**src/sv/csbc_pkg.sv**
```systemverilog
`timescale 1ns / 1ps
`default_nettype none

package csbc_pkg;

    // Result status codes.
    localparam logic [1:0] ST_OK        = 2'd0;
    localparam logic [1:0] ST_BAD_MAGIC = 2'd1;
    localparam logic [1:0] ST_UNDERFLOW = 2'd2;

    // File magics and block tags, little endian as they arrive on the stream.
    localparam logic [31:0] TAG_FAGS = 32'h5347_4166;
    localparam logic [31:0] TAG_FHKQ = 32'h514B_4866;
    localparam logic [31:0] TAG_CCOD = 32'h444F_4363;
    localparam logic [31:0] TAG_CQZT = 32'h545A_5163;

    // One queued job: either a single result byte or a four-byte word.
    typedef struct packed {
        logic [31:0] data;    // byte in [7:0] for single jobs, whole word otherwise
        logic [31:0] seed;    // block seed for payload words
        logic [4:0]  idx;     // word number within the block, mod 32
        logic        xform;   // 1 when the word goes through the cipher
        logic        four;    // 1 for a four-byte word, 0 for a single byte
        logic [1:0]  status;  // status reported with the byte(s)
    } job_t;

endpackage

`default_nettype wire

```
**src/sv/csbc_front.sv**
```systemverilog
`timescale 1ns / 1ps
`default_nettype none

module csbc_front (
    input  wire                 clk,
    input  wire                 rst_n,
    input  wire                 in_valid,
    output logic                in_ready,
    input  wire  [7:0]          in_byte,
    input  wire                 first_of_file,
    output logic                push_valid,
    input  wire                 push_ready,
    output csbc_pkg::job_t      push_job
);
    import csbc_pkg::*;

    localparam logic [31:0] BASE_HDR_LEN = 32'd16;

    typedef enum logic [2:0] {
        PH_MAGIC   = 3'd0,
        PH_FSIZE   = 3'd1,
        PH_BHDR    = 3'd2,
        PH_EXTRA   = 3'd3,
        PH_PAYLOAD = 3'd4,
        PH_PASS    = 3'd5
    } phase_t;

    phase_t      phase_reg, phase_next, c_phase;
    logic [3:0]  pos_reg, pos_next, c_pos;
    logic [31:0] hold_reg, hold_next, c_hold;
    logic [31:0] tag_reg, tag_next, c_tag;
    logic [31:0] tot_reg, tot_next, c_tot;
    logic [31:0] hl_reg, hl_next, c_hl;
    logic [31:0] seed_reg, seed_next, c_seed;
    logic [31:0] left_reg, left_next, c_left;
    logic [4:0]  wn_reg, wn_next, c_wn;
    logic        failed_reg, failed_next, c_failed;
    logic [32:0] diff_reg;

    logic        accept;
    logic [31:0] byte_sh;
    logic [31:0] hold_new;
    logic [31:0] field_cur;
    logic [31:0] field_new;
    logic        diff_zero;
    logic        end_to_pass;

    // The queue decides whether a byte can be taken: every byte pushes at most one job.
    assign in_ready = push_ready;
    assign accept   = in_valid && push_ready;

    assign byte_sh     = {24'd0, in_byte} << {c_pos[1:0], 3'b000};
    assign hold_new    = c_hold | byte_sh;
    assign diff_zero   = (diff_reg[31:0] == 32'd0);
    assign end_to_pass = (c_tag == TAG_CCOD) || (c_tag == TAG_CQZT);

    // Header field currently being assembled.
    always_comb
    begin
        case (c_pos[3:2])
            2'd0:    field_cur = c_tag;
            2'd1:    field_cur = c_tot;
            2'd2:    field_cur = c_hl;
            default: field_cur = c_seed;
        endcase
        field_new = ((c_pos[1:0] == 2'd0) ? 32'd0 : field_cur) | byte_sh;
    end

    // Parser: restart handling, phase decode and job generation.
    always_comb
    begin
        c_phase  = phase_reg;
        c_pos    = pos_reg;
        c_hold   = hold_reg;
        c_tag    = tag_reg;
        c_tot    = tot_reg;
        c_hl     = hl_reg;
        c_seed   = seed_reg;
        c_left   = left_reg;
        c_wn     = wn_reg;
        c_failed = failed_reg;
        if (first_of_file)
        begin
            c_phase  = PH_MAGIC;
            c_pos    = 4'd0;
            c_hold   = 32'd0;
            c_tag    = 32'd0;
            c_tot    = 32'd0;
            c_hl     = 32'd0;
            c_seed   = 32'd0;
            c_left   = 32'd0;
            c_wn     = 5'd0;
            c_failed = 1'b0;
        end

        phase_next  = phase_reg;
        pos_next    = pos_reg;
        hold_next   = hold_reg;
        tag_next    = tag_reg;
        tot_next    = tot_reg;
        hl_next     = hl_reg;
        seed_next   = seed_reg;
        left_next   = left_reg;
        wn_next     = wn_reg;
        failed_next = failed_reg;

        push_valid      = 1'b0;
        push_job.data   = {24'd0, in_byte};
        push_job.seed   = 32'd0;
        push_job.idx    = 5'd0;
        push_job.xform  = 1'b0;
        push_job.four   = 1'b0;
        push_job.status = ST_OK;

        if (accept)
        begin
            phase_next  = c_phase;
            pos_next    = c_pos;
            hold_next   = c_hold;
            tag_next    = c_tag;
            tot_next    = c_tot;
            hl_next     = c_hl;
            seed_next   = c_seed;
            left_next   = c_left;
            wn_next     = c_wn;
            failed_next = c_failed;

            if (!c_failed)
            begin
                push_valid = 1'b1;
                unique case (c_phase)
                    PH_MAGIC:
                    begin
                        push_valid = 1'b0;
                        hold_next  = hold_new;
                        pos_next   = c_pos + 4'd1;
                        if (c_pos[1:0] == 2'd3)
                        begin
                            push_valid = 1'b1;
                            if (hold_new == TAG_FAGS || hold_new == TAG_FHKQ)
                            begin
                                push_job.data = hold_new;
                                push_job.four = 1'b1;
                                phase_next    = PH_FSIZE;
                                pos_next      = 4'd0;
                                hold_next     = 32'd0;
                            end
                            else
                            begin
                                push_job.data   = 32'd0;
                                push_job.status = ST_BAD_MAGIC;
                                failed_next     = 1'b1;
                            end
                        end
                    end
                    PH_FSIZE:
                    begin
                        pos_next = c_pos + 4'd1;
                        if (c_pos[1:0] == 2'd3)
                        begin
                            phase_next = PH_BHDR;
                            pos_next   = 4'd0;
                        end
                    end
                    PH_BHDR:
                    begin
                        case (c_pos[3:2])
                            2'd0:    tag_next  = field_new;
                            2'd1:    tot_next  = field_new;
                            2'd2:    hl_next   = field_new;
                            default: seed_next = field_new;
                        endcase
                        pos_next = c_pos + 4'd1;
                        if (c_pos == 4'd15)
                        begin
                            pos_next = 4'd0;
                            if (diff_reg[32] ||
                                (c_tag == TAG_CCOD && c_hl[31:4] == 28'd0))
                            begin
                                // Total length below header length, or a short code header.
                                push_job.data   = 32'd0;
                                push_job.status = ST_UNDERFLOW;
                                failed_next     = 1'b1;
                            end
                            else if (c_tag == TAG_CCOD && c_hl > BASE_HDR_LEN)
                            begin
                                left_next  = c_hl - BASE_HDR_LEN;
                                phase_next = PH_EXTRA;
                            end
                            else
                            begin
                                left_next  = diff_reg[31:0];
                                wn_next    = 5'd0;
                                hold_next  = 32'd0;
                                phase_next = diff_zero ? (end_to_pass ? PH_PASS : PH_BHDR)
                                                       : PH_PAYLOAD;
                            end
                        end
                    end
                    PH_EXTRA:
                    begin
                        left_next = c_left - 32'd1;
                        if (c_left == 32'd1)
                        begin
                            left_next  = diff_reg[31:0];
                            wn_next    = 5'd0;
                            pos_next   = 4'd0;
                            hold_next  = 32'd0;
                            phase_next = diff_zero ? (end_to_pass ? PH_PASS : PH_BHDR)
                                                   : PH_PAYLOAD;
                        end
                    end
                    PH_PAYLOAD:
                    begin
                        left_next = c_left - 32'd1;
                        if (c_pos[1:0] != 2'd0 || c_left[31:2] != 30'd0)
                        begin
                            // Whole word: collect bytes, push on the fourth.
                            push_valid = 1'b0;
                            hold_next  = hold_new;
                            pos_next   = c_pos + 4'd1;
                            if (c_pos[1:0] == 2'd3)
                            begin
                                push_valid     = 1'b1;
                                push_job.data  = hold_new;
                                push_job.seed  = c_seed;
                                push_job.idx   = c_wn;
                                push_job.xform = 1'b1;
                                push_job.four  = 1'b1;
                                wn_next        = c_wn + 5'd1;
                                pos_next       = 4'd0;
                                hold_next      = 32'd0;
                                if (c_left == 32'd1)
                                begin
                                    phase_next = end_to_pass ? PH_PASS : PH_BHDR;
                                end
                            end
                        end
                        else if (c_left == 32'd1)
                        begin
                            // Last tail byte of the block.
                            phase_next = end_to_pass ? PH_PASS : PH_BHDR;
                            pos_next   = 4'd0;
                            hold_next  = 32'd0;
                        end
                    end
                    default:
                    begin
                        push_valid = 1'b1;
                    end
                endcase
            end
        end
    end

    // Parser state. The length difference is refreshed every cycle from the
    // header fields, which settle several bytes before it is needed.
    always_ff @(posedge clk or negedge rst_n)
    begin
        if (!rst_n)
        begin
            phase_reg  <= PH_MAGIC;
            pos_reg    <= 4'd0;
            hold_reg   <= 32'd0;
            tag_reg    <= 32'd0;
            tot_reg    <= 32'd0;
            hl_reg     <= 32'd0;
            seed_reg   <= 32'd0;
            left_reg   <= 32'd0;
            wn_reg     <= 5'd0;
            failed_reg <= 1'b0;
            diff_reg   <= 33'd0;
        end
        else
        begin
            phase_reg  <= phase_next;
            pos_reg    <= pos_next;
            hold_reg   <= hold_next;
            tag_reg    <= tag_next;
            tot_reg    <= tot_next;
            hl_reg     <= hl_next;
            seed_reg   <= seed_next;
            left_reg   <= left_next;
            wn_reg     <= wn_next;
            failed_reg <= failed_next;
            diff_reg   <= {1'b0, tot_reg} - {1'b0, hl_reg};
        end
    end

endmodule

`default_nettype wire

```
**src/sv/csbc_queue.sv**
```systemverilog
`timescale 1ns / 1ps
`default_nettype none

module csbc_queue #(
    parameter int DEPTH = 4
) (
    input  wire                 clk,
    input  wire                 rst_n,
    input  wire                 push_valid,
    output logic                push_ready,
    input  csbc_pkg::job_t      push_job,
    output logic                pop_valid,
    input  wire                 pop_ready,
    output csbc_pkg::job_t      pop_job
);
    import csbc_pkg::*;

    localparam int PTR_W = (DEPTH > 1) ? $clog2(DEPTH) : 1;
    localparam int CNT_W = $clog2(DEPTH + 1);
    localparam logic [PTR_W-1:0] LAST_PTR = PTR_W'(DEPTH - 1);
    localparam logic [CNT_W-1:0] FULL_CNT = CNT_W'(DEPTH);
    localparam logic [PTR_W-1:0] PTR_ONE  = PTR_W'(1);
    localparam logic [CNT_W-1:0] CNT_ONE  = CNT_W'(1);

    job_t             mem [DEPTH];
    logic [PTR_W-1:0] wr_ptr_reg, wr_ptr_next;
    logic [PTR_W-1:0] rd_ptr_reg, rd_ptr_next;
    logic [CNT_W-1:0] count_reg, count_next;
    logic             do_push;
    logic             do_pop;

    assign push_ready = (count_reg != FULL_CNT);
    assign pop_valid  = (count_reg != '0);
    assign pop_job    = mem[rd_ptr_reg];
    assign do_push    = push_valid && push_ready;
    assign do_pop     = pop_valid && pop_ready;

    // Pointer and fill count update.
    always_comb
    begin
        wr_ptr_next = wr_ptr_reg;
        rd_ptr_next = rd_ptr_reg;
        count_next  = count_reg;
        if (do_push)
        begin
            wr_ptr_next = (wr_ptr_reg == LAST_PTR) ? '0 : wr_ptr_reg + PTR_ONE;
        end
        if (do_pop)
        begin
            rd_ptr_next = (rd_ptr_reg == LAST_PTR) ? '0 : rd_ptr_reg + PTR_ONE;
        end
        if (do_push && !do_pop)
        begin
            count_next = count_reg + CNT_ONE;
        end
        else if (!do_push && do_pop)
        begin
            count_next = count_reg - CNT_ONE;
        end
    end

    always_ff @(posedge clk or negedge rst_n)
    begin
        if (!rst_n)
        begin
            wr_ptr_reg <= '0;
            rd_ptr_reg <= '0;
            count_reg  <= '0;
        end
        else
        begin
            wr_ptr_reg <= wr_ptr_next;
            rd_ptr_reg <= rd_ptr_next;
            count_reg  <= count_next;
        end
    end

    // Entry storage.
    always_ff @(posedge clk)
    begin
        if (do_push)
        begin
            mem[wr_ptr_reg] <= push_job;
        end
    end

endmodule

`default_nettype wire

```
**src/sv/csbc_back.sv**
```systemverilog
`timescale 1ns / 1ps
`default_nettype none

module csbc_back (
    input  wire                 clk,
    input  wire                 rst_n,
    input  wire                 cfg_valid,
    output logic                cfg_ready,
    input  wire                 cfg_data,
    input  wire                 pop_valid,
    output logic                pop_ready,
    input  csbc_pkg::job_t      pop_job,
    output logic                out_valid,
    input  wire                 out_ready,
    output logic [7:0]          out_byte,
    output logic [1:0]          out_status,
    output logic                out_last
);
    import csbc_pkg::*;

    localparam logic [31:0] EVEN_BITS = 32'h5555_5555;

    logic        mode_reg;
    logic        valid_reg, valid_next;
    logic [31:0] word_reg, word_next;
    logic [1:0]  rem_reg, rem_next;
    logic [1:0]  status_reg, status_next;

    logic [63:0] rot_wide;
    logic [31:0] key;
    logic [31:0] swap_mask;
    logic [31:0] pre;
    logic [31:0] diff_e;
    logic [31:0] swapped;
    logic [31:0] cipher_word;
    logic        load;

    assign cfg_ready = 1'b1;

    // Key is the seed rotated left by the word number; the mask marks bit
    // pairs whose key bits differ.
    assign rot_wide  = {pop_job.seed, pop_job.seed} << pop_job.idx;
    assign key       = rot_wide[63:32];
    assign swap_mask = (key ^ (key >> 1)) & EVEN_BITS;

    // Encrypt: XOR then swap. Decrypt: swap then XOR.
    assign pre         = mode_reg ? (pop_job.data ^ key) : pop_job.data;
    assign diff_e      = (pre ^ (pre >> 1)) & swap_mask;
    assign swapped     = pre ^ (diff_e | (diff_e << 1));
    assign cipher_word = mode_reg ? swapped : (swapped ^ key);

    // A new job loads when the output is empty or its last byte is leaving.
    assign load      = pop_valid && (!valid_reg || (out_ready && rem_reg == 2'd0));
    assign pop_ready = load;

    assign out_valid  = valid_reg;
    assign out_byte   = word_reg[7:0];
    assign out_status = status_reg;
    assign out_last   = (rem_reg == 2'd0);

    always_comb
    begin
        valid_next  = valid_reg;
        word_next   = word_reg;
        rem_next    = rem_reg;
        status_next = status_reg;
        if (valid_reg && out_ready)
        begin
            if (rem_reg != 2'd0)
            begin
                word_next = {8'd0, word_reg[31:8]};
                rem_next  = rem_reg - 2'd1;
            end
            else
            begin
                valid_next = 1'b0;
            end
        end
        if (load)
        begin
            valid_next  = 1'b1;
            word_next   = pop_job.xform ? cipher_word : pop_job.data;
            rem_next    = pop_job.four ? 2'd3 : 2'd0;
            status_next = pop_job.status;
        end
    end

    always_ff @(posedge clk or negedge rst_n)
    begin
        if (!rst_n)
        begin
            mode_reg   <= 1'b0;
            valid_reg  <= 1'b0;
            word_reg   <= 32'd0;
            rem_reg    <= 2'd0;
            status_reg <= ST_OK;
        end
        else
        begin
            if (cfg_valid)
            begin
                mode_reg <= cfg_data;
            end
            valid_reg  <= valid_next;
            word_reg   <= word_next;
            rem_reg    <= rem_next;
            status_reg <= status_next;
        end
    end

endmodule

`default_nettype wire

```
**src/sv/chunked_stream_bitpair_cipher.sv**
```systemverilog
`timescale 1ns / 1ps
`default_nettype none

// Byte-stream cipher for chunked files. Bytes enter on the s_ side one at a time;
// s_tuser high marks the first byte of a new file and restarts parsing. The parser
// checks the file magic, passes the size field, block headers and code-block extra
// headers through, and sends payload words (four bytes, little endian) through the
// bit-pair cipher; cfg_data selects decrypt (0) or encrypt (1), and the user must write
// it only while the block is idle; the block does not enforce this. Results leave on
// the m_ side one byte at a time, m_tuser carries the status (0 ok, 1 bad magic,
// 2 length underflow) and m_tlast marks the last result caused by one input byte. A
// payload word and a good magic give their four results only once their fourth byte has
// arrived. Input and output each run at one byte per cycle sustained while m_tready is
// high. With the queue and output stage empty, a result is held in the queue, then in
// the output register, before it is on the m_ side; the job queue of QUEUE_DEPTH entries
// between parser and output lets either side stall without stopping the other at once.
module chunked_stream_bitpair_cipher #(
    parameter int QUEUE_DEPTH = 4
) (
    input  wire         clk,
    input  wire         rst_n,
    input  wire         cfg_valid,
    output logic        cfg_ready,
    input  wire         cfg_data,      // encrypt_mode
    input  wire         s_tvalid,
    output logic        s_tready,
    input  wire  [7:0]  s_tdata,       // [7:0] in_byte
    input  wire         s_tuser,       // [0] first_of_file
    output logic        m_tvalid,
    input  wire         m_tready,
    output logic [7:0]  m_tdata,       // [7:0] out_byte
    output logic [1:0]  m_tuser,       // [1:0] status
    output logic        m_tlast        // run_last
);
    import csbc_pkg::*;

    logic push_valid;
    logic push_ready;
    job_t push_job;
    logic pop_valid;
    logic pop_ready;
    job_t pop_job;

    // Front end: parse and classify bytes into jobs.
    csbc_front u_front (
        .clk           (clk),
        .rst_n         (rst_n),
        .in_valid      (s_tvalid),
        .in_ready      (s_tready),
        .in_byte       (s_tdata),
        .first_of_file (s_tuser),
        .push_valid    (push_valid),
        .push_ready    (push_ready),
        .push_job      (push_job)
    );

    // Job queue between the two sides.
    csbc_queue #(
        .DEPTH (QUEUE_DEPTH)
    ) u_queue (
        .clk        (clk),
        .rst_n      (rst_n),
        .push_valid (push_valid),
        .push_ready (push_ready),
        .push_job   (push_job),
        .pop_valid  (pop_valid),
        .pop_ready  (pop_ready),
        .pop_job    (pop_job)
    );

    // Back end: cipher and byte serializer.
    csbc_back u_back (
        .clk        (clk),
        .rst_n      (rst_n),
        .cfg_valid  (cfg_valid),
        .cfg_ready  (cfg_ready),
        .cfg_data   (cfg_data),
        .pop_valid  (pop_valid),
        .pop_ready  (pop_ready),
        .pop_job    (pop_job),
        .out_valid  (m_tvalid),
        .out_ready  (m_tready),
        .out_byte   (m_tdata),
        .out_status (m_tuser),
        .out_last   (m_tlast)
    );

    // An error result stands alone: it is the last result of its byte and carries zero.
    assert property (@(posedge clk) disable iff (!rst_n)
        (m_tvalid && m_tuser != ST_OK) |-> (m_tlast && m_tdata == 8'd0))
    else $error("error status without tlast or with nonzero data");

    // No status code beyond the defined ones ever leaves the block.
    assert property (@(posedge clk) disable iff (!rst_n)
        m_tvalid |-> (m_tuser == ST_OK || m_tuser == ST_BAD_MAGIC ||
                      m_tuser == ST_UNDERFLOW))
    else $error("undefined status code on output");

    // A job pushed into an empty pipeline passes the queue and output register to m_.
    assert property (@(posedge clk) disable iff (!rst_n)
        (push_valid && push_ready && !pop_valid && !m_tvalid) |=> ##1 m_tvalid)
    else $error("queued job did not reach the output");

endmodule

`default_nettype wire
```
**config.mk**
```make
export PLATFORM = sky130hd
export DESIGN_NAME = chunked_stream_bitpair_cipher
export DESIGN_NICKNAME = d
export VERILOG_FILES = /design/src/sv/csbc_pkg.sv /design/src/sv/csbc_front.sv /design/src/sv/csbc_queue.sv /design/src/sv/csbc_back.sv /design/src/sv/chunked_stream_bitpair_cipher.sv
export SDC_FILE = /design/constraint.sdc
export NUM_CORES = 2
export LEC_CHECK = 0
export ABC_AREA = 1
export ABC_CLOCK_PERIOD_IN_PS = 6600
export BUFFER_PORTS_ARGS = -buffer_cell sky130_fd_sc_hd__buf_2
export CAP_MARGIN = 20
export CELL_PAD_IN_SITES_DETAIL_PLACEMENT = 1
export CELL_PAD_IN_SITES_GLOBAL_PLACEMENT = 1
export CORE_ASPECT_RATIO = 0.8
export CORE_MARGIN = 2
export CORE_UTILIZATION = 35
export DETAILED_ROUTE_END_ITERATION = 10
export HOLD_SLACK_MARGIN = 0.02
export PLACE_DENSITY = 0.68
export SLEW_MARGIN = 30
export SYNTH_ARGS = -nofsm -noshare
export SYNTH_HDL_FRONTEND = slang
export SYNTH_SLANG_ARGS = --single-unit
```
**constraint.sdc**
```tcl
create_clock -name clk -period 6.6 [get_ports clk]
set_clock_uncertainty 0.05 [all_clocks]
set_input_delay 0.33 -clock clk [delete_from_list [all_inputs] [get_ports clk]]
set_output_delay 0.33 -clock clk [all_outputs]
set_load 0.02 [all_outputs]
```
# After elaboration in Yosys (flattened, before gate mapping)
# Memory sizes are Yosys's and may differ from the RTL's.
# Cells that the tools add are included.
op_classes:
  add_sub_neg: 10
  magnitude_cmp: 1
  eq_ne: 17
  shift: 2
  muxes: 117
  bitwise: 9
  reduce_logical: 34
ops:
  columns: ["op", "n"]
  rows:
  - ["2-to-1 mux 32 bit", 42]
  - ["one-hot mux 32 bit (3 select lines)", 3]
  - ["2-to-1 mux 73 bit", 2]
  - ["2-to-1 mux 71 bit", 2]
  - ["equality test 32 x 31 -> 1 bit, second input constant", 4]
  - ["one-hot mux 32 bit (4 select lines)", 1]
  - ["OR 32 bit", 3]
  - ["bitwise XOR 32 bit", 3]
  - ["<< shifter 64 x 5 -> 64 bit", 1]
  - ["2-to-1 mux 3 bit", 17]
  - ["2-to-1 mux 5 bit", 8]
  - ["2-to-1 mux 38 bit", 1]
  - ["subtractor 32 x 32 -> 33 bit", 1]
  - ["bitwise AND 32 x 31 -> 32 bit", 1]
  - ["equality test 32 x 1 -> 1 bit, second input constant", 1]
  - ["greater-than comparator 32 x 5 -> 1 bit, second input constant", 1]
  - ["zero test 32 bit", 1]
  - ["2-to-1 mux 4 bit", 8]
  - ["<< shifter 8 x 5 -> 32 bit", 1]
  - ["subtractor 32 x 1 -> 32 bit, second input constant", 1]
  - ["subtractor 32 x 5 -> 32 bit, second input constant", 1]
  - ["bitwise XOR 32 x 31 -> 32 bit", 1]
  - ["bitwise XOR 31 bit", 1]
  - ["nonzero test 30 bit", 1]
  - ["32 further kinds", 84]
totals:
  register_bits: 283
  ram_bits: 292
  input_bits: 15
  output_inout_bits: 14
  word_cells: 210
  memories: 1
mem_list:
  columns: ["memory", "depth", "width", "read_ports", "rd_ports_with_merged_regs", "write_ports", "line", "text"]
  rows:
  - ["u_queue.mem", 4, 73, 1, 0, 1, "csbc_queue.sv:25", "job_t mem [DEPTH];"]

# Logic depth before layout (Yosys ltp)
logic_depth:
  depth_word: 12
  depth_mapped: 25
  mapped_depth_nobuf: 23

# By module
# Synthesis repeated with hierarchy kept, for this count alone.
unflattened:
  cells_unflattened: 5135
  area_unflattened_um2: 38738.4
by_module_without_submodules:
  columns: ["module", "instances", "cells_per_inst", "area_per_inst_um2", "seq_area_each_um2"]
  rows:
  - ["csbc_front", 1, 3007, 19210.9, 5955.7]
  - ["csbc_queue", 1, 910, 12162.9, 8943.6]
  - ["csbc_back", 1, 1218, 7364.6, 950.9]

# Least setup slack after synthesis
# OpenSTA, ideal clock, no wires.
synth_path:
  kind: "input port to flip-flop"
  start: "input s_tuser"
  end: "memory u_queue.mem[0][0] (netlist bit), enable pin"
  setup_ns: 0.505
  arrival_ns: 4.799
  t_required_ns: 6.045
  slack_ns: 1.246
  stages: 13
  n_path_buf: 2
  cell_sequence: "buf_6 > buf_6 > nor2_2 > nor2_2 > nand2_1 > nor4_1 > and2_1 > inv_1 > nor2_1 > inv_1 > nand3_1 > nand2_1 > nor2_1"
synth_via:
  elab_chain_len: 10
  elab_cells_between_ends: 18
  cone_classes: "eq/ne: 2; mux: 11; reduce/logical: 5"
synth_lines:
  columns: ["item", "line", "text"]
  rows:
  - ["from (decl)", "chunked_stream_bitpair_cipher.sv:28", "input wire s_tuser,"]
  - ["2-to-1 mux 32 bit / 2-to-1 mux 4 bit (equally long branches)", "csbc_front.sv:82", "if (first_of_file)"]
  - ["nonzero test 30 bit (tied with other cells)", "csbc_front.sv:216", "if (c_pos[1:0] != 2'd0 || c_left[31:2] != 30'd0)"]
  - ["logical OR 1 bit / 2-to-1 mux 1 bit (equally long branches)", "csbc_front.sv:216, csbc_front.sv:137, csbc_front.sv:222", null]
  - ["2-to-1 mux 1 bit", "csbc_front.sv:216", null]
  - ["one-hot mux 1 bit (2 select lines)", "csbc_front.sv:131", "unique case (c_phase)"]
  - ["2-to-1 mux 1 bit *", "csbc_front.sv:128", "if (!c_failed)"]
  - ["2-to-1 mux 1 bit *", "csbc_front.sv:115", "if (accept)"]
  - ["logical AND 1 bit *", "csbc_queue.sv:35", "assign do_push = push_valid && push_ready;"]
  - ["2-to-1 mux 1 bit *", "csbc_queue.sv:81", "if (do_push)"]
  - ["2-to-1 mux 1 bit (not written as such) *", "csbc_queue.sv:83", "mem[wr_ptr_reg] <= push_job;"]
  - ["to (decl)", "csbc_queue.sv:25", null]
# Every way passes the cells marked *; elsewhere a longest branch is shown, timed or not.

# Worst setup path in the final report
layout_path:
  start: "register u_queue.rd_ptr_reg[1]"
  end: "register u_back.word_reg[18]"
layout_via:
  elab_chain_len: 12
  elab_cells_between_ends: 13
  cone_classes: "shift: 1; mux: 4; bitwise: 7; memory: 1"
layout_lines:
  columns: ["item", "line", "text"]
  rows:
  - ["from (decl)", "csbc_queue.sv:27", "logic [PTR_W-1:0] rd_ptr_reg, rd_ptr_next;"]
  - ["from (signal assigned)", "csbc_queue.sv:73", "rd_ptr_reg <= rd_ptr_next;"]
  - ["memory read (4 x 73 bit) *", null, null]
  - ["<< shifter 64 x 5 -> 64 bit", "csbc_back.sv:42", "assign rot_wide = {pop_job.seed, pop_job.seed} << pop_job.idx;"]
  - ["bitwise XOR 32 bit", "csbc_back.sv:47", "assign pre = mode_reg ? (pop_job.data ^ key) : pop_job.data;"]
  - ["2-to-1 mux 32 bit", "csbc_back.sv:47", null]
  - ["bitwise XOR 32 x 31 -> 32 bit", "csbc_back.sv:48", "assign diff_e = (pre ^ (pre >> 1)) & swap_mask;"]
  - ["bitwise AND 32 x 31 -> 32 bit", "csbc_back.sv:48", null]
  - ["OR 32 bit", "csbc_back.sv:49", "assign swapped = pre ^ (diff_e | (diff_e << 1));"]
  - ["bitwise XOR 32 bit", "csbc_back.sv:49", null]
  - ["bitwise XOR 32 bit", "csbc_back.sv:50", "assign cipher_word = mode_reg ? swapped : (swapped ^ key);"]
  - ["2-to-1 mux 32 bit", "csbc_back.sv:50", null]
  - ["2-to-1 mux 32 bit *", "csbc_back.sv:82", "word_next = pop_job.xform ? cipher_word : pop_job.data;"]
  - ["2-to-1 mux 32 bit *", "csbc_back.sv:79", "if (load)"]
  - ["to (signal assigned)", "csbc_back.sv:105", "word_reg <= word_next;"]
  - ["to (decl)", "csbc_back.sv:25", "logic [31:0] word_reg, word_next;"]
# Marks and branches as above.
# A chain may end at the register's enable or synchronous reset.

==> impl_summary.txt <==
----------------------------------------------------
[STA]
  Highest attainable clock frequency ... between 200 and 250 MHz
  Tightest hold margin ... between 0.1 and 0.15 ns
  Number of setup violations in the final report ... 0
  Final worst-path cycle share ... 0.706
  Slew margin rel. ... 0.270
  Number of pins exceeding their max-slew limit in the final report ... 0
  Setup repair after global routing missed its margin ... false
  Measured slew at the worst slew-check pin ... between 1 and 1.5 ns
  Final TNS setup ... 0 ns
  Final hold viol count ... 0
  Period minus WS final ... between 4 and 5 ns

[Clock tree]
  Max clock buf depth ... 3
  Clock sink count ... about 580
  Clock transition time at the flip-flop clock pins of the worst setup and hold paths ... approximately 0.06 ns
  Number of buffers inserted by post-CTS setup repair ... 0
  Clock root buffer ... clkbuf_16
  H-tree Lvls ... 3
  Hold buffers post-CTS ... 4
  Cts bufs inserted ... 69
  # resized after CTS ... 0
  CTS tree ... built
  Clk Latency, worst-skew pair ... 0.65 ns

[Drt]
  Post-detailed-route wirelength per cell ... 23.0 um
  Starting DRT DRC Count ... roughly 3,400
  Routed Antenna Nets ... 0
  Total Wirelength ... ~140,000 um
  DRC Markers ... 0
  Routed via count divided by cell count ... around 5.6
  DRT Pass-1 Iters ... 5
  DR vias ... about 35,000

[Floorplan]
  Initial cell density of the core ... 0.354
  Core area ... about 0.10 sq mm
  Total number of placement rows ... about 110
  Vertical die dimension ... around 300 um
  I/O pin count ... 29
  Total Die Area ... approximately 0.11 sq mm
  Width of the chip ... ~360 um

[Setup path]
  WS Path Type ... flip-flop to flip-flop
  R2R Setup Slk ... approximately 1.9 ns
  Arrival time at the worst endpoint ... about 5 ns
  Critical-path maximum fanout ... between 40 and 50
  Startpoint class of the critical path ... flip-flop
  Crit path required time ... around 7.1 ns
  CP endpoint kind ... flip-flop

[Global route]
  Pin count of the biggest net entering global routing ... 133
  Number of global-route vias before repair ... around 34,000
  All-Layer GR Usage ... 0.266
  Remaining global-route overflow ... 0
  Global-route wire length before repair ... about 220,000 um
  Number of antenna violations at the first check in global routing ... 5

[Logic synthesis]
  Post-synthesis async set-or-reset flop share ... 0.492
  Largest family of logic cells by synthesized area ... simple AND/OR/NAND/NOR gates
  Syn_nets ... between 4,000 and 5,000
  Synth Instances ... a little under 5,000
  Post-Synthesis Mean Instance Area ... about 7.5 sq um
  Part of the Yosys area used for sequential elements ... 0.435
  Share of the synthesized area in compound gates (AO/OA/AOI/OAI) ... 0.161
  Syn Std Cell Area ... approximately 0.036 sq mm
  Multiplexer share of the synthesized area ... 0.000309
  Number of synthesized register bits ... approximately 580
  Warnings, synthesis ... 0
  Post-synthesis share of cell area spent on xor and xnor gates ... 0.0221
  Simple-Gate Fraction of Synth Area ... 0.272
  Ys flop type ... edfxtp_1
  Synthesized-area fraction occupied by adder cells ... 0.0183
  Library cells used by synthesis ... between 50 and 60
  Post-synth EDFFs ... 292

[Power]
  Net switching fraction of the power ... 0.517
  Cell internal power dissipation ... 0.0101 W
  Tot Pwr ... ~0.021 W
  Sw Pwr ... 0.0108 W
  Proportion of power drawn by flip-flops and latches ... 0.246
  Pwr per Cell Area ... about 520 mW/mm^2
  IR Drop Worst-Case VDD ... roughly 0.31 mV
  Power share of the combinational group ... 0.571
  Clock power share ... 0.183
  Static Leak ... ~18 nW

[Run status]
  Outcome ... finished, final reports clean

[Layout]
  Non-Filler Instances ... between 6,000 and 7,000
  Final non-filler cell area ... between 0.03 and 0.04 sq mm
  Signed area change from the synthesized netlist to the final layout ... 9.42%
  Ratio of cells with drive above 1 in the final layout ... 0.0576
  Flip-flop count of the largest register, all copies and words added ... 292
  Fin nets ... slightly below 5,000
  Final antenna diode count ... 0

[Hold path]
  Worst hold path class ... input port to flip-flop

[Placed design]
  Post-detailed-placement half-perimeter wirelength ... a little over 100,000 um
  Number of instances in the placed design ... a little over 6,000
  Post-DP Area ... ~0.038 sq mm
  Last weighted congestion value of the routability-driven placer ... around 0.9
  Number of port buffers ... 27

[Job]
  Count of maximum capacitance violations ... 0

----------------------------------------------------
final cells by class:
cell class / instances / area [sq um]
Tap cell: 1391 / 1740
Sequential cell: 575 / 15900
Fill cell: 12600 / 63000
Timing Repair Buffer: 98 / 757
Inverter: 523 / 1970
Multi-Input combinational cell: 3506 / 17300
Clock buffer: 98 / 1920
Clock inverter: 27 / 297
cell usage after synthesis, types with 5 or more instances:
| library cell | count | share of area |
|---|---|---|
| o211ai_1 | 75 | 0.015 |
| o31ai_1 | 5 | 0.0010 |
| xor2_1 | 69 | 0.017 |
| buf_2 | 55 | 0.0076 |
| or2_2 | 11 | 0.0019 |
| inv_2 | 19 | 0.0020 |
| inv_1 | 499 | 0.051 |
| nor2_2 | 11 | 0.0019 |
| clkinv_1 | 5 | 0.00052 |
| nor2_1 | 492 | 0.051 |
| o21a_1 | 5 | 0.0010 |
| buf_4 | 27 | 0.0056 |
| ha_1 | 50 | 0.017 |
| o2111ai_1 | 7 | 0.0017 |
| xnor2_1 | 23 | 0.0055 |
| a22oi_1 | 95 | 0.020 |
| o22ai_1 | 19 | 0.0033 |
| nand2_2 | 13 | 0.0022 |
| nor3_1 | 28 | 0.0038 |
| o21ai_0 | 310 | 0.043 |
| a32oi_1 | 18 | 0.0043 |
| nand2_1 | 1245 | 0.13 |
| buf_6 | 22 | 0.0068 |
| a31oi_1 | 39 | 0.0067 |
| nor4_1 | 27 | 0.0046 |
| or2_1 | 5 | 0.00086 |
| o21ai_1 | 18 | 0.0025 |
| a32o_1 | 12 | 0.0033 |
| nand4_1 | 48 | 0.0082 |
| o221ai_1 | 33 | 0.0079 |
| o21bai_1 | 9 | 0.0019 |
| edfxtp_1 | 292 | 0.24 |
| buf_1 | 14 | 0.0014 |
| a21boi_0 | 5 | 0.0010 |
| a21oi_1 | 331 | 0.045 |
| dfrtp_1 | 283 | 0.19 |
| nand3_1 | 465 | 0.064 |
| clkbuf_1 | 152 | 0.016 |
kinds of logic after synthesis:
group	after synthesis
and+or+nand+nor	2365
xor gates and xnor gates	92
DFF	575
adders and majority gates	52
other	1
AOI/OAI and AO/OA	995
buffers and inverters	793
muxes	1
per-layer routing:
| layer | up-vias | part of all wire | global-route usage |
|---|---|---|---|
| met3 | 155 | 0.078 | 0.0539 |
| li1 | 16200 | - | - |
| met2 | 1075 | 0.42 | 0.380 |
| met5 | - | 0.00026 | 0 |
| met4 | 4 | 0.018 | 0.0535 |
| met1 | 17500 | 0.49 | 0.410 |
placed cells by master (no fill, tap or decap), types with 25 or more instances in the layout:
cell and instances:
nand4_1 48, nand2_1 1243, o21ai_0 309, nor2_1 485, a31oi_1 39, edfxtp_1 292
xor2_1 69, o221ai_1 33, nand3_1 465, dfrtp_1 280, buf_4 62, o211ai_1 75
buf_2 25, inv_1 497, a21oi_1 331, nor3_1 28, ha_1 50, clkbuf_16 69
a22oi_1 95, nor4_1 27
power groups by stage:
stage	registers (W)	clock network, W	logic (W)
floorplan	0.00490	0	0.00826
global placement	0.00514	0	0.0114
detailed placement	0.00516	0	0.0117
CTS	0.00510	0.00388	0.0117
global route	0.00519	0.00400	0.0132
finish	0.00512	0.00382	0.0119
stage by stage:
| stage | setup slack [ns] | utilization |
|---|---|---|
| 2_1_floorplan | 1.25 | - |
| 3_3_place_gp | 1.63 | 0.366 |
| 3_5_place_dp | 1.91 | 0.366 |
| 4_1_cts | 1.95 | 0.387 |
| 5_1_grt | 1.57 | 0.388 |
| 6_report | 1.94 | 0.388 |
path summary, 6_finish.rpt:
path                                  startpoint               endpoint  cells after the start
setup reg to reg           u_queue.rd_ptr_reg[1]    u_back.word_reg[18]                     16
hold / removal                        s_tdata[3]     u_queue.mem[2][44]                      3
min in group asynchronous                  rst_n    u_front.diff_reg[0]                      2
hold reg to reg              u_front.hold_reg[2]    u_front.hold_reg[2]                      2
max in group asynchronous                  rst_n  u_queue.rd_ptr_reg[0]                      3
setup / recovery           u_queue.rd_ptr_reg[1]    u_back.word_reg[18]                     16
worst max-delay path: stages, from the launching register on:
cell and delay, ns:
dfrtp_2 0.70, clkinv_2 0.73, nand2_1 0.24, nand2_1 0.09, inv_1 0.49, buf_4 0.32, nand3_1 0.10, nand2_1 0.10
o21ai_0 0.18, o21ai_0 0.59, nand2_1 0.28, nand3_1 0.15, nand3_1 0.11, xnor2_1 0.17, nand2_1 0.07, nand2_1 0.08
nand2_1 0.05
No activity file was read; power rests on OpenSTA's default activity.
